File: src/hw/rtl/sjf_pkg.sv
// ----------------------------------------------------------------------------
// sjf_pkg
// Shared widths and types for the non-preemptive shortest-job-first orderer.
// ----------------------------------------------------------------------------
package sjf_pkg;

	// Job store depth
	localparam int MAX_JOBS = 16;
	localparam int IDX_W    = (MAX_JOBS > 1) ? $clog2(MAX_JOBS) : 1;
	localparam int CNT_W    = $clog2(MAX_JOBS + 1);

	// Field widths
	localparam int BURST_W  = 10;
	localparam int ARR_W    = 16;
	localparam int TIME_W   = 16;
	localparam int JIDX_W   = 6;

	// One stored job as it sits in the job memory
	typedef struct packed {
		logic [BURST_W-1:0] burst;
		logic [ARR_W-1:0]   arrival;
	} job_entry_t;

	localparam int ENTRY_W = $bits(job_entry_t);

endpackage

File: src/hw/rtl/sjf_job_if.sv
// ----------------------------------------------------------------------------
// sjf_job_if
// Job load channel: one job per transfer, last_job closes the batch.
// ----------------------------------------------------------------------------
interface sjf_job_if;

	logic                        valid;
	logic                        ready;
	logic [sjf_pkg::BURST_W-1:0] burst_time;
	logic [sjf_pkg::ARR_W-1:0]   arrival_time;
	logic                        last_job;

	modport source (output valid, output burst_time, output arrival_time,
		output last_job, input ready);
	modport sink (input valid, input burst_time, input arrival_time,
		input last_job, output ready);

endinterface

File: src/hw/rtl/sjf_result_if.sv
// ----------------------------------------------------------------------------
// sjf_result_if
// Schedule channel: one scheduled job per transfer.
// ----------------------------------------------------------------------------
interface sjf_result_if;

	logic                        valid;
	logic                        ready;
	logic [sjf_pkg::JIDX_W-1:0]  job_index;
	logic [sjf_pkg::BURST_W-1:0] job_burst;
	logic [sjf_pkg::ARR_W-1:0]   job_arrival;
	logic [sjf_pkg::TIME_W-1:0]  finish_time;
	logic                        end_of_order;

	modport source (output valid, output job_index, output job_burst,
		output job_arrival, output finish_time, output end_of_order, input ready);
	modport sink (input valid, input job_index, input job_burst,
		input job_arrival, input finish_time, input end_of_order, output ready);

endinterface

File: src/hw/rtl/sjf_nonpreemptive_order.sv
// ----------------------------------------------------------------------------
// sjf_nonpreemptive_order
// Loads a batch of jobs into the job memory, then emits the non-preemptive
// shortest-job-first order, one scheduled job per output transfer.
// ----------------------------------------------------------------------------
// Load: one job per cycle while in the load state; a batch of n jobs then
// yields one result per stored job, and at most MAX_JOBS jobs are stored.
// Each selection makes one memory read per stored job, the first reading only job zero.
// The output register lets a result wait while the next selection runs.
// Reset clears the job count, running time, chosen flags and the output
// valid; the job memory itself is not cleared.
// ----------------------------------------------------------------------------
module sjf_nonpreemptive_order (
	input  logic          clk,
	input  logic          arst_n,
	sjf_job_if.sink       jobs,
	sjf_result_if.source  schedule
);

	localparam logic [1:0] ST_LOAD = 2'd0;
	localparam logic [1:0] ST_SCAN = 2'd1;
	localparam logic [1:0] ST_EMIT = 2'd2;

	localparam logic [sjf_pkg::CNT_W-1:0] MAX_CNT = sjf_pkg::CNT_W'(sjf_pkg::MAX_JOBS);

	logic [1:0]                     state_q;
	logic [sjf_pkg::CNT_W-1:0]      count_q;
	logic [sjf_pkg::CNT_W-1:0]      rank_q;
	logic [sjf_pkg::CNT_W-1:0]      iss_q;
	logic [sjf_pkg::TIME_W-1:0]     run_q;
	logic [sjf_pkg::MAX_JOBS-1:0]   chosen_q;
	logic                           drain_q;
	logic                           first_q;

	logic                           vld_s1;
	logic [sjf_pkg::IDX_W-1:0]      idx_s1;

	// Best candidates of the current scan
	logic                           el_found_q;
	logic [sjf_pkg::IDX_W-1:0]      el_idx_q;
	logic [sjf_pkg::BURST_W-1:0]    el_burst_q;
	logic [sjf_pkg::ARR_W-1:0]      el_arr_q;
	logic                           rem_found_q;
	logic [sjf_pkg::IDX_W-1:0]      rem_idx_q;
	logic [sjf_pkg::BURST_W-1:0]    rem_burst_q;
	logic [sjf_pkg::ARR_W-1:0]      rem_arr_q;

	// Output register
	logic                           out_vld_q;
	logic [sjf_pkg::JIDX_W-1:0]     out_idx_q;
	logic [sjf_pkg::BURST_W-1:0]    out_burst_q;
	logic [sjf_pkg::ARR_W-1:0]      out_arr_q;
	logic [sjf_pkg::TIME_W-1:0]     out_fin_q;
	logic                           out_end_q;

	logic                           load_xfer;
	logic                           store_we;
	sjf_pkg::job_entry_t            wr_entry;
	sjf_pkg::job_entry_t            rd_entry;
	logic [sjf_pkg::CNT_W-1:0]      scan_len;
	logic                           issue;
	logic                           scan_last;
	logic                           el_take;
	logic                           rem_take;
	logic                           use_el;
	logic [sjf_pkg::IDX_W-1:0]      sel_idx;
	logic [sjf_pkg::BURST_W-1:0]    sel_burst;
	logic [sjf_pkg::ARR_W-1:0]      sel_arr;
	logic                           emit;
	logic                           batch_end;

	// Load handshake and job memory write
	assign jobs.ready = (state_q == ST_LOAD);
	assign load_xfer  = jobs.valid && jobs.ready;
	assign store_we   = load_xfer && (count_q < MAX_CNT);
	assign wr_entry   = '{burst: jobs.burst_time, arrival: jobs.arrival_time};

	sjf_ram #(
		.WIDTH (sjf_pkg::ENTRY_W),
		.DEPTH (sjf_pkg::MAX_JOBS)
	) u_job_ram (
		.clk   (clk),
		.we    (store_we),
		.waddr (count_q[sjf_pkg::IDX_W-1:0]),
		.wdata (wr_entry),
		.raddr (iss_q[sjf_pkg::IDX_W-1:0]),
		.rdata (rd_entry)
	);

	// Scan control: the first selection only looks at job zero
	assign scan_len  = first_q ? sjf_pkg::CNT_W'(1) : count_q;
	assign issue     = (state_q == ST_SCAN) && (iss_q < scan_len);
	assign scan_last = vld_s1 && (sjf_pkg::CNT_W'(idx_s1) == scan_len - 1'b1);

	// Compare the returning entry against both running bests
	always_comb begin
		el_take  = 1'b0;
		rem_take = 1'b0;
		if (vld_s1 && !chosen_q[idx_s1]) begin
			el_take = (first_q || (rd_entry.arrival <= run_q)) &&
				(!el_found_q || (rd_entry.burst < el_burst_q));
			rem_take = !rem_found_q || (rd_entry.burst < rem_burst_q) ||
				((rd_entry.burst == rem_burst_q) && (rd_entry.arrival < rem_arr_q));
		end
	end

	// Pick: arrived job unless none arrived or the order is already draining
	assign use_el    = el_found_q && !drain_q;
	assign sel_idx   = use_el ? el_idx_q   : rem_idx_q;
	assign sel_burst = use_el ? el_burst_q : rem_burst_q;
	assign sel_arr   = use_el ? el_arr_q   : rem_arr_q;
	assign emit      = (state_q == ST_EMIT) && (!out_vld_q || schedule.ready);
	assign batch_end = (rank_q == count_q - 1'b1);

	// Control state
	always_ff @(posedge clk or negedge arst_n) begin
		if (!arst_n) begin
			state_q     <= ST_LOAD;
			count_q     <= '0;
			rank_q      <= '0;
			iss_q       <= '0;
			run_q       <= '0;
			chosen_q    <= '0;
			drain_q     <= 1'b0;
			first_q     <= 1'b1;
			vld_s1      <= 1'b0;
			el_found_q  <= 1'b0;
			rem_found_q <= 1'b0;
			out_vld_q   <= 1'b0;
		end else begin
			// Raise the output valid on emit, drop it once transferred
			if (emit) begin
				out_vld_q <= 1'b1;
			end else if (schedule.ready) begin
				out_vld_q <= 1'b0;
			end

			unique case (state_q)
				ST_LOAD: begin
					if (load_xfer) begin
						if (store_we) begin
							count_q <= count_q + 1'b1;
						end
						if (jobs.last_job) begin
							state_q     <= ST_SCAN;
							iss_q       <= '0;
							el_found_q  <= 1'b0;
							rem_found_q <= 1'b0;
						end
					end
				end
				ST_SCAN: begin
					// Advance the read address, one stored job per cycle
					vld_s1 <= issue;
					if (issue) begin
						iss_q <= iss_q + 1'b1;
					end
					if (el_take) begin
						el_found_q <= 1'b1;
					end
					if (rem_take) begin
						rem_found_q <= 1'b1;
					end
					if (scan_last) begin
						state_q <= ST_EMIT;
					end
				end
				ST_EMIT: begin
					if (emit) begin
						iss_q       <= '0;
						el_found_q  <= 1'b0;
						rem_found_q <= 1'b0;
						if (batch_end) begin
							// Clear for the next batch
							state_q  <= ST_LOAD;
							count_q  <= '0;
							rank_q   <= '0;
							run_q    <= '0;
							chosen_q <= '0;
							drain_q  <= 1'b0;
							first_q  <= 1'b1;
						end else begin
							chosen_q[sel_idx] <= 1'b1;
							run_q             <= run_q + sjf_pkg::TIME_W'(sel_burst);
							if (!use_el) begin
								drain_q <= 1'b1;
							end
							first_q <= 1'b0;
							rank_q  <= rank_q + 1'b1;
							state_q <= ST_SCAN;
						end
					end
				end
				default: begin
					state_q <= ST_LOAD;
				end
			endcase
		end
	end

	// Scan pipeline and candidate payloads
	always_ff @(posedge clk) begin
		if (issue) begin
			idx_s1 <= iss_q[sjf_pkg::IDX_W-1:0];
		end
		if (el_take) begin
			el_idx_q   <= idx_s1;
			el_burst_q <= rd_entry.burst;
			el_arr_q   <= rd_entry.arrival;
		end
		if (rem_take) begin
			rem_idx_q   <= idx_s1;
			rem_burst_q <= rd_entry.burst;
			rem_arr_q   <= rd_entry.arrival;
		end
		// Hold the result until transferred
		if (emit) begin
			out_idx_q   <= sjf_pkg::JIDX_W'(sel_idx);
			out_burst_q <= sel_burst;
			out_arr_q   <= sel_arr;
			out_fin_q   <= run_q + sjf_pkg::TIME_W'(sel_burst);
			out_end_q   <= batch_end;
		end
	end

	assign schedule.valid        = out_vld_q;
	assign schedule.job_index    = out_idx_q;
	assign schedule.job_burst    = out_burst_q;
	assign schedule.job_arrival  = out_arr_q;
	assign schedule.finish_time  = out_fin_q;
	assign schedule.end_of_order = out_end_q;

endmodule

File: src/hw/rtl/sjf_ram.sv
// ----------------------------------------------------------------------------
// sjf_ram
// Generic single-write, single-read RAM with registered read data.
// ----------------------------------------------------------------------------
module sjf_ram #(
	parameter int WIDTH = 8,
	parameter int DEPTH = 16
) (
	input  logic                                     clk,
	input  logic                                     we,
	input  logic [((DEPTH > 1) ? $clog2(DEPTH) : 1)-1:0] waddr,
	input  logic [WIDTH-1:0]                         wdata,
	input  logic [((DEPTH > 1) ? $clog2(DEPTH) : 1)-1:0] raddr,
	output logic [WIDTH-1:0]                         rdata
);

	logic [WIDTH-1:0] mem [DEPTH];

	// Write port
	always_ff @(posedge clk) begin
		if (we) begin
			mem[waddr] <= wdata;
		end
	end

	// Registered read port
	always_ff @(posedge clk) begin
		rdata <= mem[raddr];
	end

endmodule
File: src/flat_wrapper.sv
// flat-port wrapper written by rule: the top's interface ports become plain ports
module sjf_nonpreemptive_order_flat 
  (clk, arst_n, jobs_valid, jobs_burst_time, jobs_arrival_time, jobs_last_job, jobs_ready, schedule_valid, schedule_job_index, schedule_job_burst, schedule_job_arrival, schedule_finish_time, schedule_end_of_order, schedule_ready);
  sjf_job_if jobs_i ();
  sjf_result_if schedule_i ();
  input  logic clk;
  input  logic arst_n;
  input wire logic [$bits(jobs_i.valid)-1:0] jobs_valid;
  input wire logic [$bits(jobs_i.burst_time)-1:0] jobs_burst_time;
  input wire logic [$bits(jobs_i.arrival_time)-1:0] jobs_arrival_time;
  input wire logic [$bits(jobs_i.last_job)-1:0] jobs_last_job;
  output wire logic [$bits(jobs_i.ready)-1:0] jobs_ready;
  output wire logic [$bits(schedule_i.valid)-1:0] schedule_valid;
  output wire logic [$bits(schedule_i.job_index)-1:0] schedule_job_index;
  output wire logic [$bits(schedule_i.job_burst)-1:0] schedule_job_burst;
  output wire logic [$bits(schedule_i.job_arrival)-1:0] schedule_job_arrival;
  output wire logic [$bits(schedule_i.finish_time)-1:0] schedule_finish_time;
  output wire logic [$bits(schedule_i.end_of_order)-1:0] schedule_end_of_order;
  input wire logic [$bits(schedule_i.ready)-1:0] schedule_ready;
  assign jobs_i.valid = jobs_valid;
  assign jobs_i.burst_time = jobs_burst_time;
  assign jobs_i.arrival_time = jobs_arrival_time;
  assign jobs_i.last_job = jobs_last_job;
  assign jobs_ready = jobs_i.ready;
  assign schedule_valid = schedule_i.valid;
  assign schedule_job_index = schedule_i.job_index;
  assign schedule_job_burst = schedule_i.job_burst;
  assign schedule_job_arrival = schedule_i.job_arrival;
  assign schedule_finish_time = schedule_i.finish_time;
  assign schedule_end_of_order = schedule_i.end_of_order;
  assign schedule_i.ready = schedule_ready;
  sjf_nonpreemptive_order u_core (.clk(clk), .arst_n(arst_n), .jobs(jobs_i), .schedule(schedule_i));
endmodule
File: config.mk
export PLATFORM = sky130hd
export DESIGN_NAME = sjf_nonpreemptive_order_flat
export DESIGN_NICKNAME = d
export VERILOG_FILES = /design/src/hw/rtl/sjf_pkg.sv /design/src/hw/rtl/sjf_job_if.sv /design/src/hw/rtl/sjf_result_if.sv /design/src/hw/rtl/sjf_nonpreemptive_order.sv /design/src/hw/rtl/sjf_ram.sv /design/src/flat_wrapper.sv
export SDC_FILE = /design/constraint.sdc
export NUM_CORES = 1
export LEC_CHECK = 0
export ABC_AREA = 1
export BUFFER_PORTS_ARGS = -buffer_cell sky130_fd_sc_hd__buf_2
export CORE_MARGIN = 1
export CORE_UTILIZATION = 25
export DETAILED_ROUTE_END_ITERATION = 8
export PLACE_DENSITY = 0.47
export SKIP_LAST_GASP = 1
export SLEW_MARGIN = 20
export SYNTH_ARGS = -nofsm -noshare
export SYNTH_HDL_FRONTEND = slang
export SYNTH_SLANG_ARGS = --single-unit
File: constraint.sdc
create_clock -name clk -period 3.1 [get_ports clk]
set_input_delay 0.93 -clock clk [delete_from_list [all_inputs] [get_ports clk]]
set_output_delay 0.93 -clock clk [all_outputs]
set_load 0.05 [all_outputs]
* Word-level counts from Yosys, hierarchy flattened *
Memories as Yosys holds them, arrays and structs flattened. A register that Yosys moved wholly into a read port is not among the register bits.
Cells that the tools add are included.

storage, ports and cells
  bits in registers = 166
  output and inout bits = 51
  memory bits (writable) = 416
  word-level logic and storage cells = 130
  input port bits = 31
  memories = 1

memories
  name                  depth  width  rd ports  clocked after memory_dff  wr ports  RTL line       RTL
  u_core.u_job_ram.mem  16     26     1         1                         1         sjf_ram.sv:17  logic [WIDTH-1:0] mem [DEPTH];

operators by class
  magnitude comparators = 9
  add/sub/neg operators = 6
  multiplexer cells = 43
  bitwise operators = 1
  eq/ne operators = 15
  reduce and logical (&&, ||, !) cells = 31

operators by type and width
  operator                                            number
  two-way mux 5 bit                                   10
  two-way mux 16 bit                                  3
  < comparator 10 bit                                 2
  AND reduction 5 bit                                 4
  two-way mux 1 bit                                   17
  adder 16 x 10 -> 16 bit                             1
  <= comparator 16 bit                                1
  < comparator 16 bit                                 1
  OR 16 bit                                           1
  adder 5 x 1 -> 5 bit, second input constant         3
  one-hot mux 5 bit (3 select lines)                  1
  != test 2 x 1 -> 1 bit, second input constant       6
  == test 10 bit                                      1
  logical AND 1 bit                                   10
  < comparator 4 x 5 -> 1 bit, second input constant  2
  two-way mux 10 bit                                  1
  one-hot mux 5 bit (2 select lines)                  1
  subtractor 5 x 1 -> 5 bit, second input constant    2
  two-way mux 2 bit                                   4
  != test 2 bit, second input constant                4
  one-hot mux 1 bit (3 select lines)                  2
  one-hot mux 2 bit (3 select lines)                  1
  == test 4 x 5 -> 1 bit                              1
  == test 5 bit                                       1
  16 further kinds                                    25

* Depth between registers and ports, before layout *
  depth in word-level cells = 9
  mapped depth = 19
  depth with buffers taken out = 17

* Hierarchy *
A second synthesis with hierarchy kept.

second synthesis, totals
  cell total of the unflattened synthesis = 2606
  area total of the unflattened synthesis = 26900.8 um^2

by module, submodules not included
  module                   cells an instance  times used  area each (um^2)  sequential area each (um^2)
  sjf_ram                  1727               1           18313.8           13012.5
  sjf_nonpreemptive_order  879                1           8587.0            4710.8

* Least setup slack after synthesis *
No wires, ideal clock.

  path type = register to register
  start = register u_core.run_q[7] (netlist bit)
  end = register u_core.el_arr_q[0] (netlist bit), enable pin
  buffers on the path = 0
  clock period less this slack = 3.197 ns
  slack = -0.097 ns
  arrival time = 2.770 ns
  cell stages (with the launch flop) = 11
  path through = dfrtp_1 inv_1 ha_1 nand2_1 nor2_1 nand2_1 nor3b_1 a21oi_1 nand2_1 nand2_1 a21oi_1

on the way
  cells in the longest elaborated chain, start to end = 4

RTL lines
  item                      RTL line                        RTL
  start: declaration        sjf_nonpreemptive_order.sv:30   logic [sjf_pkg::TIME_W-1:0] run_q;
  start signal: assignment  sjf_nonpreemptive_order.sv:184  run_q <= run_q + sjf_pkg::TIME_W'(sel_burst);
  <= comparator 16 bit      sjf_nonpreemptive_order.sv:100  el_take = (first_q || (rd_entry.arrival <= run_q)) &&
  logical OR 1 bit          sjf_nonpreemptive_order.sv:100
  logical AND 1 bit         sjf_nonpreemptive_order.sv:100
  two-way mux 1 bit         sjf_nonpreemptive_order.sv:99   if (vld_s1 && !chosen_q[idx_s1]) begin
  net u_core.el_take        sjf_nonpreemptive_order.sv:63   logic el_take;
  end signal: assignment    sjf_nonpreemptive_order.sv:209  el_arr_q <= rd_entry.arrival;
  end: declaration          sjf_nonpreemptive_order.sv:42   logic [sjf_pkg::ARR_W-1:0] el_arr_q;

The timed path passes the listed nets, and every way through them passes these cells.
A chain may end at the register's enable or synchronous reset.

* Final worst setup path *
  start = register u_core.el_found_q
  end = register u_core.out_fin_q, in the netlist u_core.schedule.finish_time[8] (data pin)

on the way
  cells in the longest elaborated chain, start to end = 3

RTL lines
  item                           RTL line                        RTL
  start: declaration             sjf_nonpreemptive_order.sv:39   logic el_found_q;
  start signal: assignment       sjf_nonpreemptive_order.sv:127  el_found_q <= 1'b0;
  start signal: assignment       sjf_nonpreemptive_order.sv:147  el_found_q <= 1'b0;
  start signal: assignment       sjf_nonpreemptive_order.sv:159  el_found_q <= 1'b1;
  logical AND 1 bit              sjf_nonpreemptive_order.sv:108  assign use_el = el_found_q && !drain_q;
  two-way mux 10 bit             sjf_nonpreemptive_order.sv:110  assign sel_burst = use_el ? el_burst_q : rem_burst_q;
  net u_core.sel_burst, one bit  sjf_nonpreemptive_order.sv:67   logic [sjf_pkg::BURST_W-1:0] sel_burst;
  adder 16 x 10 -> 16 bit        sjf_nonpreemptive_order.sv:221  out_fin_q <= run_q + sjf_pkg::TIME_W'(sel_burst);
  end signal: assignment         sjf_nonpreemptive_order.sv:221
  end: declaration               sjf_nonpreemptive_order.sv:53   logic [sjf_pkg::TIME_W-1:0] out_fin_q;

The timed path passes the listed nets, and every way through them passes these cells.

==> impl_metrics.csv <==
group,metric,value,unit
grt,grt_pass1_vias,15600,
drt,firstDrtPassIters,7,
pwr,power.switching,10.2,mW
drt,detail_route.iter0.violations,1210,
clock_tree,cts_tree,"yes",
drt,routedWlPerCell,19.0,um
grt,antenna_found_initial,10,
clock_tree,cts.sinks,608,
sta,fmax,0.368,GHz
clock_tree,hold_buffers,0,
critical_path,crit_chain,"nand2_2, mux2_2, ha_1, fa_1, nand3_1, nand2_1, a21boi_0, o21bai_1, xnor2_1, inv_1",
logic_synthesis,syn_area_per_cell,12.7,um2
drt,antenna_left,0,
sta,worst_pin_slew,0.860,ns
drt,vias_per_cell,4.53,
critical_path,cp-start-kind,"flop",
critical_path,cp.arrival,3.07,ns
final_layout,final_common_cell,"edfxtp_1",
drt,top_layer,"met4",
drt,wl,65.2,mm
clock_tree,clk_pin_slew_worst_paths,0.06,ns
clock_tree,htree_levels,3,
outcome,violations,"design-rule violations",
logic_synthesis,synth-edff-count,527,
pwr,p_sw_share,35.7,%
pwr,pwr-share-clk,28.5,%
pwr,seqPwrFrac,40.5,%
worst_hold_path,hold_path.class,"in2async",
sta,drv_slew,0,
sta,setup_viol,0,
drt,vias,15600,
critical_path,worst_ep_required_time,3.45,ns
grt,grt_start_max_net_pins,105,
sta,min_period,2.72,ns
logic_synthesis,ys_async_sr_fraction,9.05,%
drt,wl_met2,31.8,mm
clock_tree,clk_latency,0.60,ns
placement,portBuffers,79,
sta,maxSlewHeadroom,42.7,%
pwr,p_total,28.4,mW
logic_synthesis,synth_cell_types,56,
floorplanning,coreArea,100000,um2
floorplanning,die_area,102000,um2
pwr,p_int,18.3,mW
grt,overflow,0,
logic_synthesis,synthCells,1980,
drt,wl_met3,2.78,mm
sta,finalSetupTns,0,ns
critical_path,max_stage_delay,0.44,ns
final_layout,post-route-util,29.9,%
drt,wl_met1,29.5,mm
clock_tree,cts-resized-gates,0,
pwr,p_leak,10.7,nW
pwr,power_density,951,nW/um2
floorplanning,rows,116,
pwr,power_frac_comb,31.1,%
sta,fin_skew,0.0187,ns
logic_synthesis,ys.flop_type,"edfxtp_1",
grt,grt_usage,12.7,%
floorplanning,die_width,319,um
sta,timing.final.crit_share,87.6,%
floorplanning,initial_utilization,25.2,%
logic_synthesis,ys_seq_area_share,70.4,%
critical_path,cpMaxStageDelayCell,"dfrtp_1",
placement,gp_congestion,0.812,
critical_path,crit_fanout,4,
critical_path,critPathKind,"reg2reg",
final_layout,most-common-layout-cells,"527 x edfxtp_1, 289 x nor2_1, 216 x nand2_1",
critical_path,worstSetupEndpointType,"flop",
sta,whs,0.428,ns
pwr,ir_worst_vdd,0.371,mV
logic_synthesis,synth-seq-cells,608,
flow_run,max-cap-violations,0,
outcome,run_status,"finished with violations",
clock_tree,cts_buffers,67,
grt,grt_pass1_wl,98.2,mm
placement,hpwl,40.4,mm
clock_tree,clock_path_buffers,3,
final_layout,finish.net_count,2191,
logic_synthesis,synth_area,25200,um2
floorplanning,die_y,319,um
drt,drcViolationCount,2,
final_layout,area_growth,18.6,%
logic_synthesis,ys_warn_count,0,
sta,finalHoldViolations,0,
clock_tree,post_cts_buffers,0,
sta,rsz0062_at_grt,"no",
final_layout,drive_above_1_share,13.6,%
clock_tree,root_buffer,"clkbuf_16",
critical_path,r2r_cells,10,
floorplanning,io_pins,82,
## area by class of cell
cell class / instances / area, um2
fill: 10000 / 70100
sequential: 608 / 17700
multi-input combinational: 1135 / 6620
clock buffer: 89 / 1880
tap: 1298 / 1620
timing repair buffer: 131 / 1100
inverter: 145 / 549
clock inverter: 33 / 365
antenna: 1 / 2.50
## worst paths after layout
check,startpoint,to,slack (ns)
min in group clk,u_core.chosen_q[0]$_DFFE_PN0P_,u_core.chosen_q[0]$_DFFE_PN0P_,0.49
min,arst_n,u_core.run_q[5]$_DFFE_PN0P_,0.43
max in group asynchronous,arst_n,u_core.chosen_q[7]$_DFFE_PN0P_,1.94
max,u_core.el_found_q$_DFFE_PN0P_,u_core.schedule.finish_time[8]$_DFFE_PP_,0.38
min reg2reg,u_core.chosen_q[0]$_DFFE_PN0P_,u_core.chosen_q[0]$_DFFE_PN0P_,0.49
max reg2reg,u_core.el_found_q$_DFFE_PN0P_,u_core.schedule.finish_time[8]$_DFFE_PP_,0.38
## per-stage QoR
step / instances / cell area [um2] / setup slack (ns)
after floorplan: 1981 / 25200 / 0.0843
after global placement: 3317 / 27600 / 0.424
after detailed placement: 3317 / 27600 / 0.351
after CTS: 3439 / 29900 / 0.354
after global routing: 3439 / 29900 / 0.0642
final: 3440 / 29900 / 0.385
## worst max-delay path, delay by kind of cell (launching register included)
kind | cells | cell delay (ns)
fa+ha+maj | 2 | 0.66
flops | 1 | 0.44
compound gates | 2 | 0.44
mux | 1 | 0.36
simple gates | 3 | 0.31
xor+xnor | 1 | 0.21
buf+inv | 1 | 0.06
## Yosys cell counts (2+ instances only)
cell        n  area [um2]
a21boi_0    3        22.5
a21oi_1    57         285
buf_1       7        26.3
buf_2      24         120
buf_4       7        52.6
buf_6       3        33.8
clkbuf_1   51         191
dfrtp_1    54        1350
dfxtp_1    26         521
edfxtp_1  527       15800
ha_1       71         888
inv_1     138         518
inv_2       5        18.8
mux2_2      2        22.5
mux2i_1    41         410
nand2_1   217         815
nand2_2     3        18.8
nand3_1    74         370
nand4_1     9        56.3
nor2_1    306        1150
nor3_1      8        40.0
o211ai_1   13        97.6
o21ai_0   155         776
o21ai_2    17         149
o21bai_1    2        15.0
o221ai_1   41         359
o22ai_1     2        12.5
o32ai_1    63         552
xnor2_1     8        70.1
xor2_1     20         175
## sequential cells by signal (all words and copies together), names as in the netlist, 2 cells and up
name                         flops
u_core.schedule.job_index        4
u_core.rank_q                    5
u_core.schedule.job_burst       10
u_core.count_q                   5
u_core.u_job_ram.mem           416
u_core.el_burst_q               10
u_core.schedule.job_arrival     16
u_core.rem_idx_q                 4
u_core.run_q                    16
u_core.rem_burst_q              10
u_core.u_job_ram.rdata          26
u_core.iss_q                     5
u_core.el_idx_q                  4
u_core.idx_s1                    4
u_core.chosen_q                 16
u_core.state_q                   2
u_core.rem_arr_q                16
u_core.schedule.finish_time     16
u_core.el_arr_q                 16
## layer usage
| metal | GRT usage, % | vias to the layer above |
|---|---|---|
| met5 | 0 | - |
| met4 | 3.15 | 0 |
| met3 | 2.00 | 86 |
| met2 | 21.5 | 358 |
| met1 | 16.8 | 7783 |
| li1 | - | 7364 |
## power groups by stage
stage	combinational, mW	sequential (mW)	clock [mW]
after floorplan	5.72	11.6	0
after global placement	8.76	11.6	0
after detailed placement	8.93	11.7	0
after CTS	8.97	11.5	8.29
after global routing	9.95	11.6	8.59
final	8.83	11.5	8.09
## cells by family (layout without fill, tap and decap cells)
group,count (synthesis),after routing,synth area share [%]
simple gates,628,628,10.1
flops,608,608,70.4
xor+xnor,29,29,1.04
fa+ha+maj,72,72,3.61
buf+inv,238,398,3.91
mux,43,43,1.72
compound gates,361,361,9.24
other cells,1,3,0.0149
Power figures use the tool's default switching activity.
